`src/sv/abcws_pkg.sv`:
```
// Shared types and constants for the adaptive budget cascade work scheduler.
// No dependencies; imported by every module of the block.
package abcws_pkg;

    localparam int MAX_CASCADES     = 8;
    localparam int MAX_DIRTY_BRICKS = 4096;
    localparam int PASS_LIMIT       = 32;
    localparam int DIV_W            = 40;
    localparam int DSR_W            = 32;

    localparam logic [2:0] ST_WRITTEN   = 3'd0;
    localparam logic [2:0] ST_NO_REV    = 3'd1;
    localparam logic [2:0] ST_CLEAN     = 3'd2;
    localparam logic [2:0] ST_CONVERGED = 3'd3;
    localparam logic [2:0] ST_NO_GROUPS = 3'd4;
    localparam logic [2:0] ST_DISPATCH  = 3'd5;

    localparam logic [1:0] CFG_CASCADE_COUNT = 2'd0;
    localparam logic [1:0] CFG_SPEED_LEVEL   = 2'd1;

    typedef enum logic [1:0] {
        t_div_meas = 2'd0,
        t_div_bud  = 2'd1
    } t_div_op;

    typedef struct packed {
        logic       capture;
        logic       do_write;
        logic       emit;
        logic [2:0] emit_status;
        logic       clear_run;
        logic       rev_update;
        logic       div_start;
        t_div_op    div_op;
        logic       take_meas;
        logic       take_avg;
        logic       take_bud;
        logic       scan_init;
        logic       scan_step;
        logic       scan_hit;
        logic       dispatch;
    } t_cmd;

    typedef struct packed {
        logic is_write;
        logic cc_zero;
        logic rev_zero;
        logic any_dirty;
        logic cost_skip;
        logic cost_zero;
        logic div_done;
        logic hit;
        logic scan_last;
        logic out_busy;
    } t_stat;

    function automatic logic [31:0] target_ns(input logic [1:0] lvl);
        case (lvl)
            2'd0:    target_ns = 32'd2000000;
            2'd2:    target_ns = 32'd350000;
            default: target_ns = 32'd1000000;
        endcase
    endfunction

endpackage

```
`src/sv/abcws_div.sv`:
```
// Restoring divider, one quotient bit per cycle.
// Depends on abcws_pkg for operand widths.
module abcws_div import abcws_pkg::*; (
    input  logic             i_clk,
    input  logic             i_rst_n,
    input  logic             i_start,
    input  logic [DIV_W-1:0] i_dividend,
    input  logic [DSR_W-1:0] i_divisor,
    output logic             o_done,
    output logic [DIV_W-1:0] o_quot
);
    localparam int CW = $clog2(DIV_W + 1);

    logic [DIV_W-1:0] r_q;
    logic [DSR_W:0]   r_rem;
    logic [DSR_W-1:0] r_dsr;
    logic [CW-1:0]    r_cnt;
    logic             r_busy, r_done;
    logic [DSR_W:0]   n_shift;

    assign n_shift = {r_rem[DSR_W-1:0], r_q[DIV_W-1]};

    always_ff @(posedge i_clk) begin
        if (!i_rst_n) begin
            r_busy <= 1'b0;
            r_done <= 1'b0;
            r_cnt  <= '0;
        end else begin
            r_done <= 1'b0;
            if (i_start) begin
                r_busy <= 1'b1;
                r_cnt  <= CW'(DIV_W);
            end else if (r_busy) begin
                r_cnt <= r_cnt - 1'b1;
                if (r_cnt == CW'(1)) begin
                    r_busy <= 1'b0;
                    r_done <= 1'b1;
                end
            end
        end
    end

    always_ff @(posedge i_clk) begin
        if (i_start) begin
            r_q   <= i_dividend;
            r_rem <= '0;
            r_dsr <= i_divisor;
        end else if (r_busy) begin
            if (n_shift >= {1'b0, r_dsr}) begin
                r_rem <= n_shift - {1'b0, r_dsr};
                r_q   <= {r_q[DIV_W-2:0], 1'b1};
            end else begin
                r_rem <= n_shift;
                r_q   <= {r_q[DIV_W-2:0], 1'b0};
            end
        end
    end

    assign o_done = r_done;
    assign o_quot = r_q;
endmodule

```
`src/sv/abcws_ctrl.sv`:
```
// Sequencer for the scheduler: decodes an item and steps the datapath.
// Depends on abcws_pkg for command and status structs.
module abcws_ctrl import abcws_pkg::*; (
    input  logic  i_clk,
    input  logic  i_rst_n,
    input  logic  i_in_valid,
    output logic  o_in_ready,
    input  t_stat i_stat,
    output t_cmd  o_cmd
);
    typedef enum logic [10:0] {
        S_IDLE     = 11'b00000000001,
        S_DECODE   = 11'b00000000010,
        S_COST     = 11'b00000000100,
        S_WAIT_MS  = 11'b00000001000,
        S_WAIT_AVG = 11'b00000010000,
        S_BUDGET   = 11'b00000100000,
        S_WAIT_BUD = 11'b00001000000,
        S_SCANINIT = 11'b00010000000,
        S_SCAN     = 11'b00100000000,
        S_DISP     = 11'b01000000000,
        S_SETTLE   = 11'b10000000000
    } t_state;

    t_state r_state, n_state;

    assign o_in_ready = (r_state == S_IDLE) && !i_stat.out_busy;

    always_comb begin
        n_state = r_state;
        o_cmd   = '0;
        case (r_state)
            S_IDLE: begin
                if (i_in_valid && o_in_ready) begin
                    o_cmd.capture = 1'b1;
                    n_state = S_DECODE;
                end
            end
            S_DECODE: begin
                if (i_stat.is_write) begin
                    o_cmd.do_write = 1'b1;
                    o_cmd.emit = 1'b1;
                    o_cmd.emit_status = ST_WRITTEN;
                    n_state = S_IDLE;
                end else if (i_stat.cc_zero) begin
                    o_cmd.emit = 1'b1;
                    o_cmd.emit_status = ST_NO_GROUPS;
                    n_state = S_IDLE;
                end else if (i_stat.rev_zero) begin
                    o_cmd.emit = 1'b1;
                    o_cmd.emit_status = ST_NO_REV;
                    n_state = S_IDLE;
                end else if (!i_stat.any_dirty) begin
                    o_cmd.clear_run = 1'b1;
                    o_cmd.emit = 1'b1;
                    o_cmd.emit_status = ST_CLEAN;
                    n_state = S_IDLE;
                end else begin
                    o_cmd.rev_update = 1'b1;
                    n_state = S_COST;
                end
            end
            S_COST: begin
                if (i_stat.cost_skip) begin
                    n_state = S_BUDGET;
                end else begin
                    o_cmd.div_start = 1'b1;
                    o_cmd.div_op = t_div_meas;
                    n_state = S_WAIT_MS;
                end
            end
            S_WAIT_MS: begin
                if (i_stat.div_done) begin
                    if (i_stat.cost_zero) begin
                        o_cmd.take_meas = 1'b1;
                        n_state = S_SETTLE;
                    end else begin
                        n_state = S_WAIT_AVG;
                    end
                end
            end
            // Fold the latched measurement into the running cost.
            S_WAIT_AVG: begin
                o_cmd.take_avg = 1'b1;
                n_state = S_SETTLE;
            end
            S_SETTLE: n_state = S_BUDGET;
            S_BUDGET: begin
                if (i_stat.cost_zero) begin
                    n_state = S_SCANINIT;
                end else begin
                    o_cmd.div_start = 1'b1;
                    o_cmd.div_op = t_div_bud;
                    n_state = S_WAIT_BUD;
                end
            end
            S_WAIT_BUD: begin
                if (i_stat.div_done) begin
                    o_cmd.take_bud = 1'b1;
                    n_state = S_SCANINIT;
                end
            end
            S_SCANINIT: begin
                o_cmd.scan_init = 1'b1;
                n_state = S_SCAN;
            end
            S_SCAN: begin
                if (i_stat.hit) begin
                    o_cmd.scan_hit = 1'b1;
                    n_state = S_DISP;
                end else if (i_stat.scan_last) begin
                    o_cmd.clear_run = 1'b1;
                    o_cmd.emit = 1'b1;
                    o_cmd.emit_status = ST_CONVERGED;
                    n_state = S_IDLE;
                end else begin
                    o_cmd.scan_step = 1'b1;
                end
            end
            S_DISP: begin
                o_cmd.dispatch = 1'b1;
                n_state = S_IDLE;
            end
            default: n_state = S_IDLE;
        endcase
    end

    always_ff @(posedge i_clk) begin
        if (!i_rst_n) r_state <= S_IDLE;
        else          r_state <= n_state;
    end
endmodule

```
`src/sv/abcws_dp.sv`:
```
// Datapath: cascade tables, cost and budget registers, scan and output register.
// Depends on abcws_pkg and abcws_div.
module abcws_dp import abcws_pkg::*; (
    input  logic        i_clk,
    input  logic        i_rst_n,
    input  t_cmd        i_cmd,
    output t_stat       o_stat,
    input  logic        i_cfg_we,
    input  logic [1:0]  i_cfg_idx,
    input  logic [3:0]  i_cfg_data,
    input  logic        i_req_type,
    input  logic [2:0]  i_cascade_sel,
    input  logic [12:0] i_dirty_bricks,
    input  logic [63:0] i_dirty_revision,
    input  logic [23:0] i_gpu_time_ns,
    output logic        o_valid,
    input  logic        i_out_ready,
    output logic [2:0]  o_status,
    output logic [2:0]  o_cascade,
    output logic [17:0] o_probe_offset,
    output logic [12:0] o_group_count
);
    logic [3:0]  r_cc_raw;
    logic [1:0]  r_speed;
    logic        r_req;
    logic [2:0]  r_sel;
    logic [12:0] r_bricks;
    logic [63:0] r_rev_in;
    logic [23:0] r_time;
    logic [12:0] r_dirty [MAX_CASCADES];
    logic [12:0] r_next  [MAX_CASCADES];
    logic [5:0]  r_passes[MAX_CASCADES];
    logic [63:0] r_rev;
    logic [2:0]  r_rr, r_cand, r_step;
    logic [12:0] r_last;
    logic [31:0] r_cost;
    logic [15:0] r_budget;
    logic [31:0] r_meas;
    logic        r_valid;
    logic [2:0]  r_st, r_co;
    logic [17:0] r_off;
    logic [12:0] r_cnt;

    logic [3:0]       cc;
    logic             any;
    logic [DIV_W-1:0] div_a, div_q;
    logic [DSR_W-1:0] div_b;
    logic             div_done;
    logic [2:0]       cand_nx, start_idx;
    logic [15:0]      lo, hi, want_c;
    logic [16:0]      dbl;
    logic [12:0]      tot, offs, remn, cnt, nsum;
    logic             avg_up;
    logic [31:0]      avg_d, avg_v;
    logic [63:0]      avg_p;

    assign cc = (r_cc_raw > 4'(MAX_CASCADES)) ? 4'(MAX_CASCADES) : r_cc_raw;

    always_comb begin
        any = 1'b0;
        for (int k = 0; k < MAX_CASCADES; k++)
            if (4'(k) < cc && r_dirty[k] != '0) any = 1'b1;
    end

    // Reduce the pointer modulo the cascade count by repeated subtraction.
    always_comb begin
        logic [3:0] v;
        v = {1'b0, r_rr};
        for (int k = 0; k < MAX_CASCADES; k++)
            if (v >= cc) v = v - cc;
        start_idx = v[2:0];
    end

    assign cand_nx = ({1'b0, r_cand} + 4'd1 == cc) ? 3'd0 : r_cand + 3'd1;

    always_comb begin
        case (i_cmd.div_op)
            t_div_meas: begin
                div_a = DIV_W'({r_time, 8'd0});
                div_b = DSR_W'(r_last);
            end
            default: begin
                div_a = DIV_W'({target_ns(r_speed), 8'd0});
                div_b = r_cost;
            end
        endcase
    end

    abcws_div u_div (
        .i_clk      (i_clk),
        .i_rst_n    (i_rst_n),
        .i_start    (i_cmd.div_start),
        .i_dividend (div_a),
        .i_divisor  (div_b),
        .o_done     (div_done),
        .o_quot     (div_q)
    );

    // 4:1 average as old + (new - old)/5, floored; the divide by five is a
    // 32-bit reciprocal multiply, and a falling cost rounds the step up.
    always_comb begin
        avg_up = (r_meas >= r_cost);
        avg_d  = avg_up ? (r_meas - r_cost) : (r_cost - r_meas - 32'd1);
        avg_p  = {32'd0, avg_d} * 64'h0000_0000_CCCC_CCCD;
        avg_v  = avg_up ? (r_cost + {2'b00, avg_p[63:34]})
                        : (r_cost - {2'b00, avg_p[63:34]} - 32'd1);
    end

    // Clamp the budget to half and double of its previous value.
    always_comb begin
        lo  = (r_budget >> 1) == '0 ? 16'd1 : (r_budget >> 1);
        dbl = {r_budget, 1'b0};
        if (dbl < 17'd2)          hi = 16'd2;
        else if (dbl > 17'd65535) hi = 16'hFFFF;
        else                      hi = dbl[15:0];
        if (div_q < DIV_W'(lo))      want_c = lo;
        else if (div_q > DIV_W'(hi)) want_c = hi;
        else                         want_c = div_q[15:0];
    end

    always_comb begin
        tot  = r_dirty[r_cand];
        offs = (r_next[r_cand] > tot) ? tot : r_next[r_cand];
        remn = tot - offs;
        cnt  = ({3'b0, remn} > r_budget) ? r_budget[12:0] : remn;
        nsum = offs + cnt;
    end

    always_comb begin
        o_stat.is_write  = !r_req;
        o_stat.cc_zero   = (cc == '0);
        o_stat.rev_zero  = (r_rev_in == '0);
        o_stat.any_dirty = any;
        o_stat.cost_skip = (r_time == '0) || (r_last == '0);
        o_stat.cost_zero = (r_cost == '0);
        o_stat.div_done  = div_done;
        o_stat.hit       = (r_dirty[r_cand] != '0) && (r_passes[r_cand] < 6'(PASS_LIMIT));
        o_stat.scan_last = ({1'b0, r_step} == cc - 4'd1);
        o_stat.out_busy  = r_valid && !i_out_ready;
    end

    always_ff @(posedge i_clk) begin
        if (i_cmd.capture) begin
            r_req    <= i_req_type;
            r_sel    <= i_cascade_sel;
            r_bricks <= i_dirty_bricks;
            r_rev_in <= i_dirty_revision;
            r_time   <= i_gpu_time_ns;
        end
        if (div_done && i_cmd.div_op == t_div_meas) r_meas <= div_q[31:0];
        if (i_cmd.scan_init) begin
            r_cand <= start_idx;
            r_step <= '0;
        end else if (i_cmd.scan_step) begin
            r_cand <= cand_nx;
            r_step <= r_step + 3'd1;
        end
    end

    always_ff @(posedge i_clk) begin
        if (!i_rst_n) begin
            r_cc_raw <= 4'd4;
            r_speed  <= 2'd1;
            r_rev    <= '0;
            r_rr     <= '0;
            r_last   <= '0;
            r_cost   <= '0;
            r_budget <= 16'd1;
            r_valid  <= 1'b0;
            for (int k = 0; k < MAX_CASCADES; k++) begin
                r_dirty[k]  <= '0;
                r_next[k]   <= '0;
                r_passes[k] <= '0;
            end
        end else begin
            if (i_cfg_we && i_cfg_idx == CFG_CASCADE_COUNT) r_cc_raw <= i_cfg_data;
            if (i_cfg_we && i_cfg_idx == CFG_SPEED_LEVEL)   r_speed  <= i_cfg_data[1:0];
            if (r_valid && i_out_ready) r_valid <= 1'b0;
            if (i_cmd.do_write)
                r_dirty[r_sel] <= (r_bricks > 13'(MAX_DIRTY_BRICKS))
                                  ? 13'(MAX_DIRTY_BRICKS) : r_bricks;
            if (i_cmd.clear_run) begin
                r_rev  <= '0;
                r_last <= '0;
            end
            if (i_cmd.rev_update && r_rev != r_rev_in) begin
                r_rev <= r_rev_in;
                r_rr  <= '0;
                for (int k = 0; k < MAX_CASCADES; k++) begin
                    r_next[k]   <= '0;
                    r_passes[k] <= '0;
                end
            end
            if (i_cmd.take_meas) r_cost <= div_q[31:0];
            if (i_cmd.take_avg)  r_cost <= avg_v;
            if (i_cmd.take_bud)  r_budget <= want_c;
            if (i_cmd.scan_hit)  r_rr <= cand_nx;
            if (i_cmd.emit) begin
                r_valid <= 1'b1;
                r_st    <= i_cmd.emit_status;
                r_co    <= '0;
                r_off   <= '0;
                r_cnt   <= '0;
            end
            if (i_cmd.dispatch) begin
                r_valid <= 1'b1;
                r_co    <= r_cand;
                r_off   <= {offs[11:0], 6'd0};
                if (cnt == '0) begin
                    r_st  <= ST_NO_GROUPS;
                    r_cnt <= '0;
                end else begin
                    r_st   <= ST_DISPATCH;
                    r_cnt  <= cnt;
                    r_last <= cnt;
                    if (nsum >= tot) begin
                        r_next[r_cand]   <= '0;
                        r_passes[r_cand] <= r_passes[r_cand] + 6'd1;
                    end else begin
                        r_next[r_cand] <= nsum;
                    end
                end
            end
        end
    end

    assign o_valid        = r_valid;
    assign o_status       = r_st;
    assign o_cascade      = r_co;
    assign o_probe_offset = r_off;
    assign o_group_count  = r_cnt;

    a_budget_nonzero: assert property (@(posedge i_clk) disable iff (!i_rst_n)
        r_budget != '0) else $error("group budget dropped to zero");
    a_passes_bound: assert property (@(posedge i_clk) disable iff (!i_rst_n)
        r_passes[r_rr] <= 6'(PASS_LIMIT)) else $error("pass count overran limit");
    a_emit_valid: assert property (@(posedge i_clk) disable iff (!i_rst_n)
        (i_cmd.emit || i_cmd.dispatch) |=> r_valid) else $error("result lost");
    a_no_overwrite: assert property (@(posedge i_clk) disable iff (!i_rst_n)
        i_cmd.capture |-> !(r_valid && !i_out_ready)) else $error("accept while full");
endmodule

```
`src/sv/adaptive_budget_cascade_work_scheduler.sv`:
```
// Top level of the adaptive budget cascade work scheduler.
// Depends on abcws_pkg, abcws_ctrl, abcws_dp (which holds abcws_div).
//
// Usage: one item enters on the s_axis channel. tuser = req_type: 0 writes
// the dirty brick count of one cascade, 1 is a frame tick that picks a
// cascade round-robin and sizes a dispatch from the measured group cost.
// Every item produces exactly one result on m_axis.
// Flow: a count write or an early-out tick is decided in the decode state,
// which loads the output register. A full tick runs up to two divisions
// (measured cost, budget) on a shared bit-serial divider, the 4:1 average
// by a combinational reciprocal multiply, then a scan of up to 8 cascades,
// one per cycle. Items are processed one at a time; the next item is taken
// once the sequencer is back in idle.
// Configuration: i_cfg_we with i_cfg_idx 0 (cascade count) or 1 (speed
// level); write only while idle.
// Reset (synchronous, active low) clears all cascade tables, revision,
// cost (unmeasured) and sets the budget to one group.
// Stall: the result waits in the output register; a new item is accepted
// only when that register is empty or being drained in the same cycle.
module adaptive_budget_cascade_work_scheduler import abcws_pkg::*; (
    input  logic         i_clk,
    input  logic         i_rst_n,
    input  logic         s_axis_tvalid,
    output logic         s_axis_tready,
    // tdata: cascade_sel[2:0], dirty_bricks[15:3], dirty_revision[79:16],
    //        gpu_time_ns[103:80]
    input  logic [103:0] s_axis_tdata,
    // tuser: req_type[0]
    input  logic [0:0]   s_axis_tuser,
    output logic         m_axis_tvalid,
    input  logic         m_axis_tready,
    // tdata: status[2:0], cascade_out[5:3], probe_offset[23:6],
    //        group_count[36:24], zero fill[39:37]
    output logic [39:0]  m_axis_tdata,
    input  logic         i_cfg_we,
    input  logic [1:0]   i_cfg_idx,
    input  logic [3:0]   i_cfg_data
);
    t_cmd  cmd;
    t_stat stat;
    logic [2:0]  st, co;
    logic [17:0] off;
    logic [12:0] cnt;

    // Sequencer: decode, divider steps, scan, dispatch.
    abcws_ctrl u_ctrl (
        .i_clk      (i_clk),
        .i_rst_n    (i_rst_n),
        .i_in_valid (s_axis_tvalid),
        .o_in_ready (s_axis_tready),
        .i_stat     (stat),
        .o_cmd      (cmd)
    );

    // Datapath: state tables, divider, output register.
    abcws_dp u_dp (
        .i_clk            (i_clk),
        .i_rst_n          (i_rst_n),
        .i_cmd            (cmd),
        .o_stat           (stat),
        .i_cfg_we         (i_cfg_we),
        .i_cfg_idx        (i_cfg_idx),
        .i_cfg_data       (i_cfg_data),
        .i_req_type       (s_axis_tuser[0]),
        .i_cascade_sel    (s_axis_tdata[2:0]),
        .i_dirty_bricks   (s_axis_tdata[15:3]),
        .i_dirty_revision (s_axis_tdata[79:16]),
        .i_gpu_time_ns    (s_axis_tdata[103:80]),
        .o_valid          (m_axis_tvalid),
        .i_out_ready      (m_axis_tready),
        .o_status         (st),
        .o_cascade        (co),
        .o_probe_offset   (off),
        .o_group_count    (cnt)
    );

    assign m_axis_tdata = {3'b000, cnt, off, co, st};
endmodule

```
`config.mk`:
```
export PLATFORM = sky130hd
export DESIGN_NAME = adaptive_budget_cascade_work_scheduler
export DESIGN_NICKNAME = d
export VERILOG_FILES = /design/src/sv/abcws_pkg.sv /design/src/sv/abcws_div.sv /design/src/sv/abcws_ctrl.sv /design/src/sv/abcws_dp.sv /design/src/sv/adaptive_budget_cascade_work_scheduler.sv
export SDC_FILE = /design/constraint.sdc
export NUM_CORES = 2
export LEC_CHECK = 0
export BUFFER_PORTS_ARGS = -buffer_cell sky130_fd_sc_hd__buf_2
export CAP_MARGIN = 10
export CORE_AREA = 2 2 436 395
export DETAILED_ROUTE_END_ITERATION = 8
export DIE_AREA = 0 0 438 397
export GPL_TIMING_DRIVEN = 0
export PLACE_DENSITY = 0.62
export SYNTH_ARGS = -nofsm -noshare
export SYNTH_HDL_FRONTEND = slang
export SYNTH_SLANG_ARGS = --single-unit
```
`constraint.sdc`:
```
create_clock -name i_clk -period 15 [get_ports i_clk]
set_input_delay 3 -clock i_clk [delete_from_list [all_inputs] [get_ports i_clk]]
set_output_delay 3 -clock i_clk [all_outputs]
set_load 0.005 [all_outputs]
```
# Word level (Yosys, flattened, before mapping)

Memory sizes are Yosys's and may differ from the RTL's. A register that Yosys moved wholly into a read port is not among the register bits.
Index checks and enable logic that the tools add are counted.

Memories kept: 3
Word-level logic and storage cells: 332
ROM bits: 0
Register bits after elaboration: 432
Memory bits (writable): 256
Bits in latches: 0
Output and inout bits: 42
Input bits: 116

Memory list:

| name          | depth | bits a word | rd ports | clocked after Yosys merged registers in | wr ports | RTL line       | text |
|---|---|---|---|---|---|---|---|
| u_dp.r_dirty  | 8     | 13          | 9        | 1                                       | 8        | abcws_dp.sv:30 | `logic [12:0] r_dirty [MAX_CASCADES];` |
| u_dp.r_next   | 8     | 13          | 1        | 1                                       | 8        | abcws_dp.sv:31 | `logic [12:0] r_next [MAX_CASCADES];` |
| u_dp.r_passes | 8     | 6           | 1        | 1                                       | 8        | abcws_dp.sv:32 | `logic [5:0] r_passes[MAX_CASCADES];` |

$mul: 1
Multiplexer cells: 155
Divide/modulo/power cells: 0
Add/sub/neg operators: 23
Eq/ne operators: 21
Shift operators: 0
Reductions and logical operators: 53
Bitwise operators: 19
Magnitude comparators: 28

Operator list:

| kind                     | count |
|---|---|
| $mux W13                 | 21 |
| $mux W32                 | 5 |
| $mux W64                 | 2 |
| $mux W40                 | 3 |
| $reduce_bool A13 Y1      | 9 |
| $pmux W11 S10            | 1 |
| $sub A32 B32 Y32         | 3 |
| $mux W11                 | 8 |
| $mux W6                  | 12 |
| $logic_not A64 Y1        | 1 |
| $mul A32 B32 Y64 const B | 1 |
| $mux W16                 | 4 |
| $ne A64 B64 Y1           | 1 |
| $sub A32 B1 Y32 const B  | 2 |
| $mux W3                  | 20 |
| $mux W1                  | 54 |
| $mux W4                  | 11 |
| $pmux W21 S2             | 1 |
| $gt A40 B16 Y1           | 1 |
| $lt A40 B15 Y1           | 1 |
| $mux W18                 | 2 |
| $ge A33 B32 Y1           | 1 |
| $add A32 B30 Y32         | 1 |
| $ge A32 B32 Y1           | 1 |
| 68 further kinds         | 134 |

# Longest topological paths before layout

Depth after elaboration: 23
Mapped depth: 62
Depth with buffers taken out: 62

# Modules after synthesis

Synthesis repeated with hierarchy kept, for this count alone.

Cell total of the unflattened synthesis: 6126
Area, all modules: 60297.8 µm²

By module, submodules not included:

| module                                 | cells an instance | seq. area each (µm²) | instances | area each (µm²) |
|---|---|---|---|---|
| abcws_dp                               | 5371              | 15645.0              | 1         | 53044.6 |
| abcws_div                              | 635               | 2962.8               | 1         | 6343.6 |
| abcws_ctrl                             | 116               | 220.2                | 1         | 883.3 |
| adaptive_budget_cascade_work_scheduler | 4                 | 0.0                  | 1         | 26.3 |

# Worst setup path after synthesis

OpenSTA, ideal clock, no wires.

Path type: flip-flop to flip-flop
Start point: register u_dp.r_cost[0]
End point: register u_dp.r_cost[30]
Path slack: 2.422 ns
Clock period less this slack: 12.578 ns
Path buffers: 5
Setup time: 0.116 ns
Arrival time: 12.462 ns
Data required time: 14.884 ns
Stages on the path, launching flop included: 50
Cell sequence: dfxtp_1 ha_1 inv_1 fa_1 a211oi_1 o211ai_1 nand2_1 a41oi_1 nor2_1 buf_2 buf_2 buf_1 buf_2 a31oi_1 xor2_1 ha_1 inv_1 fa_1 [... 14 more ...] nor4bb_1 o31ai_1 nor3_2 o21ai_1 a221o_1 a311o_1 xor2_1 ha_1 buf_2 or4_4 or4_1 or3_1 o2111a_1 nor4b_2 o21ai_0 o31ai_1 nand2_1 o211a_1

Cells in the longest elaborated chain, start to end: 8
Elaborated cells between the ends (all ways): 16
Classes of those cells: add/sub (6); mul (1); order compare (1); mux (6); reduce/logical (2)

Ends and longest elaborated chain:

| what                     | RTL line        | text |
|---|---|---|
| start: declaration       | abcws_dp.sv:36  | `logic [31:0] r_cost;` |
| start signal: assignment | abcws_dp.sv:194 | `if (i_cmd.take_meas) r_cost <= div_q[31:0];` |
| start signal: assignment | abcws_dp.sv:195 | `if (i_cmd.take_avg) r_cost <= avg_v;` |
| $sub A32 B32 Y32         | abcws_dp.sv:103 | `avg_d = avg_up ? (r_meas - r_cost) : (r_cost - r_meas - 32'd1);` |
| $sub A32 B1 Y32          | abcws_dp.sv:103 |  |
| $mux W32                 | abcws_dp.sv:103 |  |
| $mul A32 B32 Y64         | abcws_dp.sv:104 | `avg_p = {32'd0, avg_d} * 64'h0000_0000_CCCC_CCCD;` |
| $sub A32 B30 Y32         | abcws_dp.sv:106 | `: (r_cost - {2'b00, avg_p[63:34]} - 32'd1);` |
| $sub A32 B1 Y32          | abcws_dp.sv:106 |  |
| $mux W32                 | abcws_dp.sv:105 | `avg_v = avg_up ? (r_cost + {2'b00, avg_p[63:34]})` |
| $mux W32                 | abcws_dp.sv:195 |  |

Parallel ways exist; a longest one is shown, timed or not.
A chain may end at the register's enable or synchronous reset.

# Worst setup path after layout

Start point: register u_dp.r_cost[30]
End point: register u_dp.r_cost[31]

The elaborated chain is that of the path after synthesis.

==> flow_metrics.tcl <==
set metrics [dict create \
    status "finished, final reports clean" \
    antenna_found_initial 14 \
    hold_path.class "reg2reg" \
    p_comb_share_pct 32.2 \
    ys_types 105 \
    grt_pass1_wl_um 280000 \
    cts_tree "built" \
    core_sq_um 170000 \
    initial_core_util_pct 34.7 \
    cts_buffer_depth 3 \
    grt_pass1_vias 45800 \
    seq_power_share_pct 37.2 \
    hold_viol 0 \
    gr-usage-met1_pct 30.0 \
    seq_area_frac_synth_pct 32.0 \
    rr_startpoint "u_dp.r_cost[30]" \
    cp-end-kind "flop" \
    tightestPinTransition_ns 1.18 \
    fin_crit_sh_pct 97.4 \
    crit_buf_inv 10 \
    arrival_ns 15.06 \
    setup_viol 0 \
    syn2layout_area_growth_pct 12.5 \
    synthCells 5962 \
    layout_common_cells "inv_1 (869), ha_1 (603), nor2_1 (529)" \
    drt-total-wl_um 186000 \
    clk_pin_slew_ns 0.06 \
    firstDrtPassIters 6 \
    ys_warn_count 0 \
    irDropWorstVdd_mv 0.289 \
    drc 0 \
    cp_data_required_time_ns 15.45 \
    htree_levels 3 \
    netSwitchingFraction_pct 33.1 \
    grt_max_degree 79 \
    synth-edff-count 499 \
    final_common_cell "inv_1" \
    slowest_delay_ns 0.57 \
    worst_slack_ns 0.387 \
    postLayoutCoreUtil_pct 39.0 \
    max_freq_ghz 0.0684 \
    hpwl_um 151000 \
    multiInputGateArea_sq_um 36600 \
    clockRootBuffer "clkbuf_16" \
    pwr-share-clk_pct 30.6 \
    ys.flop_type "edfxtp_1" \
    viasPerCell 5.42 \
    path_max_fanout 10 \
    internal_power_mw 3.98 \
    p_per_area_nw_per_um2 89.9 \
    finalPower_mw 5.95 \
    num_rows 144 \
    dieWidth_um 438 \
    hp-start "u_dp.r_rev[20]" \
    finalClockSkew_ns 0.0324 \
    post_drt_wl_per_cell_um 21.7 \
    critical_path_class "reg2reg" \
    dieArea_sq_um 174000 \
    grt_busiest_layer "met2" \
    cp_slowest_cell "or4_4" \
    cp_common_cell "fa_1" \
    drtAntennaViolNets 0 \
    avgSynthCellArea_sq_um 9.88 \
    cap_violations 0 \
    drive_gt1_share_pct 10.2 \
    grt_overflow_total 0 \
    path_delay_family "adder cells" \
    gr-usage-all-layers_pct 21.0 \
    power.switching_mw 1.97 \
    syn_area_sq_um 58900 \
    gp_congestion 0.961 \
    vias 46500 \
    worst_setup_path_start_kind "flop" \
    worstSetupStartpoint "u_dp.r_cost[30]" \
    synth-seq-cells 691 \
    met2_usage_pct 32.4 \
    post-route-min-period_ns 14.61 \
    seq_area_sq_um 18800 \
    numCtsBuffers 74 \
    grtUsageMet3_pct 3.67 \
    initialDrtViolationCount 4783 \
    slew_headroom_pct 21.1 \
    die_h_um 397 \
    maxSlewViolCount 0 \
    synth-async-reset-ratio_pct 0 \
    dp_slack_ns -1.78 \
    clock-sinks 691 \
    power.leakage_nw 28.5 \
    ios 158 \
    fillers 16800 \
    clkLatencyLatePin_ns 0.65 \
    design.final.nets 7407 \
    io_buffers 147 \
]
==> Yosys cell counts (18+ instances only) <==
cell	n	area share, %
o21a_1	36	0.46
o211ai_1	18	0.23
a21o_1	134	1.7
a31oi_1	32	0.34
dfxtp_1	192	6.5
mux2i_1	41	0.70
xor2_1	129	1.9
ha_1	623	13
nand2b_1	38	0.40
clkbuf_1	150	0.96
mux2_2	39	0.75
nand3_1	136	1.2
and3_1	41	0.44
or3_1	22	0.23
xnor2_1	119	1.8
buf_2	38	0.32
fa_1	429	15
o21ai_0	219	1.9
inv_1	869	5.5
nand4_1	65	0.69
nor2_1	530	3.4
o211a_1	18	0.31
or4_1	18	0.23
buf_1	22	0.14
nor3_1	111	0.94
a211oi_1	96	1.2
mux4_2	64	2.4
buf_4	21	0.27
edfxtp_1	499	25
nand2_1	350	2.2
nor2b_1	50	0.53
o21bai_1	37	0.47
a211o_1	20	0.30
nor4_1	100	1.1
a21oi_1	389	3.3
==> final cells by class <==
type	count	share of cell area [%]
plain buffers	232	1.66
diodes	7	0.0264
flip-flops and latches	691	28.4
clock inverters	39	0.546
clock buffers	95	3.03
multi-input cells	4170	55.3
inverters	873	4.95
well taps	2263	4.28
repair buffers	197	1.81
==> cells by family after synthesis <==
kind of cell | share of synthesized area (%)
mux | 3.91
flops | 32.0
compound gates | 12.7
fa+ha+maj | 27.8
other cells | 0.00637
simple gates | 12.6
buf+inv | 7.34
xor+xnor | 3.69
==> metrics by stage <==
step                      cell area [sq um]  setup TNS, ns  hold slack [ns]  cells
after global routing                  66200        -0.0290            0.493   8564
final                                 66200              0            0.474   8567
after CTS                             65700              0            0.476   8552
after detailed placement              62700         -48.79            0.467   8392
after global placement                62500         -42.51            0.461   8380
after floorplan                       58900              0            0.451   5970
==> power by group through the flow <==
stage                     registers (mW)  logic (mW)  clock network, mW
final                               2.21        1.92               1.82
after global routing                2.22        2.14               1.91
after CTS                           2.21        1.91               1.84
after detailed placement            2.25        1.89                  0
after global placement              2.26        1.83                  0
after floorplan                     2.23        1.47                  0
==> state kept, by name (all words and copies together), names as in the netlist, 11 cells and up, named ones only <==
signal               flops
u_ctrl.r_state          11
u_dp.o_group_count      13
u_dp.o_probe_offset     12
u_dp.r_bricks           13
u_dp.r_budget           16
u_dp.r_cost             32
u_dp.r_dirty           104
u_dp.r_last             13
u_dp.r_meas             32
u_dp.r_next            104
u_dp.r_passes           48
u_dp.r_rev              64
u_dp.r_rev_in           64
u_dp.r_time             24
u_dp.u_div.o_quot       40
u_dp.u_div.r_dsr        32
u_dp.u_div.r_rem        32
==> timing repair <==
| item | CTS | global route |
|---|---|---|
| hold endpoints to repair | 0 | 0 |
| pin swaps | 11 | 7 |
| gates resized for setup | 105 | 84 |
| hold buffers | 0 | 0 |
| buffers inserted | 26 | 12 |
| setup endpoints to repair | 78 | 183 |
==> layer usage <==
metal / part of all wire, % / wire length (um)
met1: 44 / 82300
met2: 44 / 82800
met3: 8.3 / 15500
met4: 2.9 / 5460
met5: 0.035 / 65
==> worst paths after layout <==
check | end | slack [ns] | cells past startpoint
min reg2reg | u_dp.r_rev[20] | 0.47 | 2
max reg2reg | u_dp.r_cost[31] | 0.39 | 49
min | u_dp.r_rev[20] | 0.47 | 2
max | u_dp.r_cost[31] | 0.39 | 49
==> worst register-to-register path: cells and delay by family, from the launching register on <==
family,cells,cell delay [ns]
and+or+nand+nor,9,2.68
AOI/OAI and AO/OA,16,3.98
DFF,1,0.45
buffers and inverters,10,1.87
xor gates and xnor gates,3,0.48
adders and majority gates,11,4.97
Note: power is estimated with default switching activity, not from simulation.
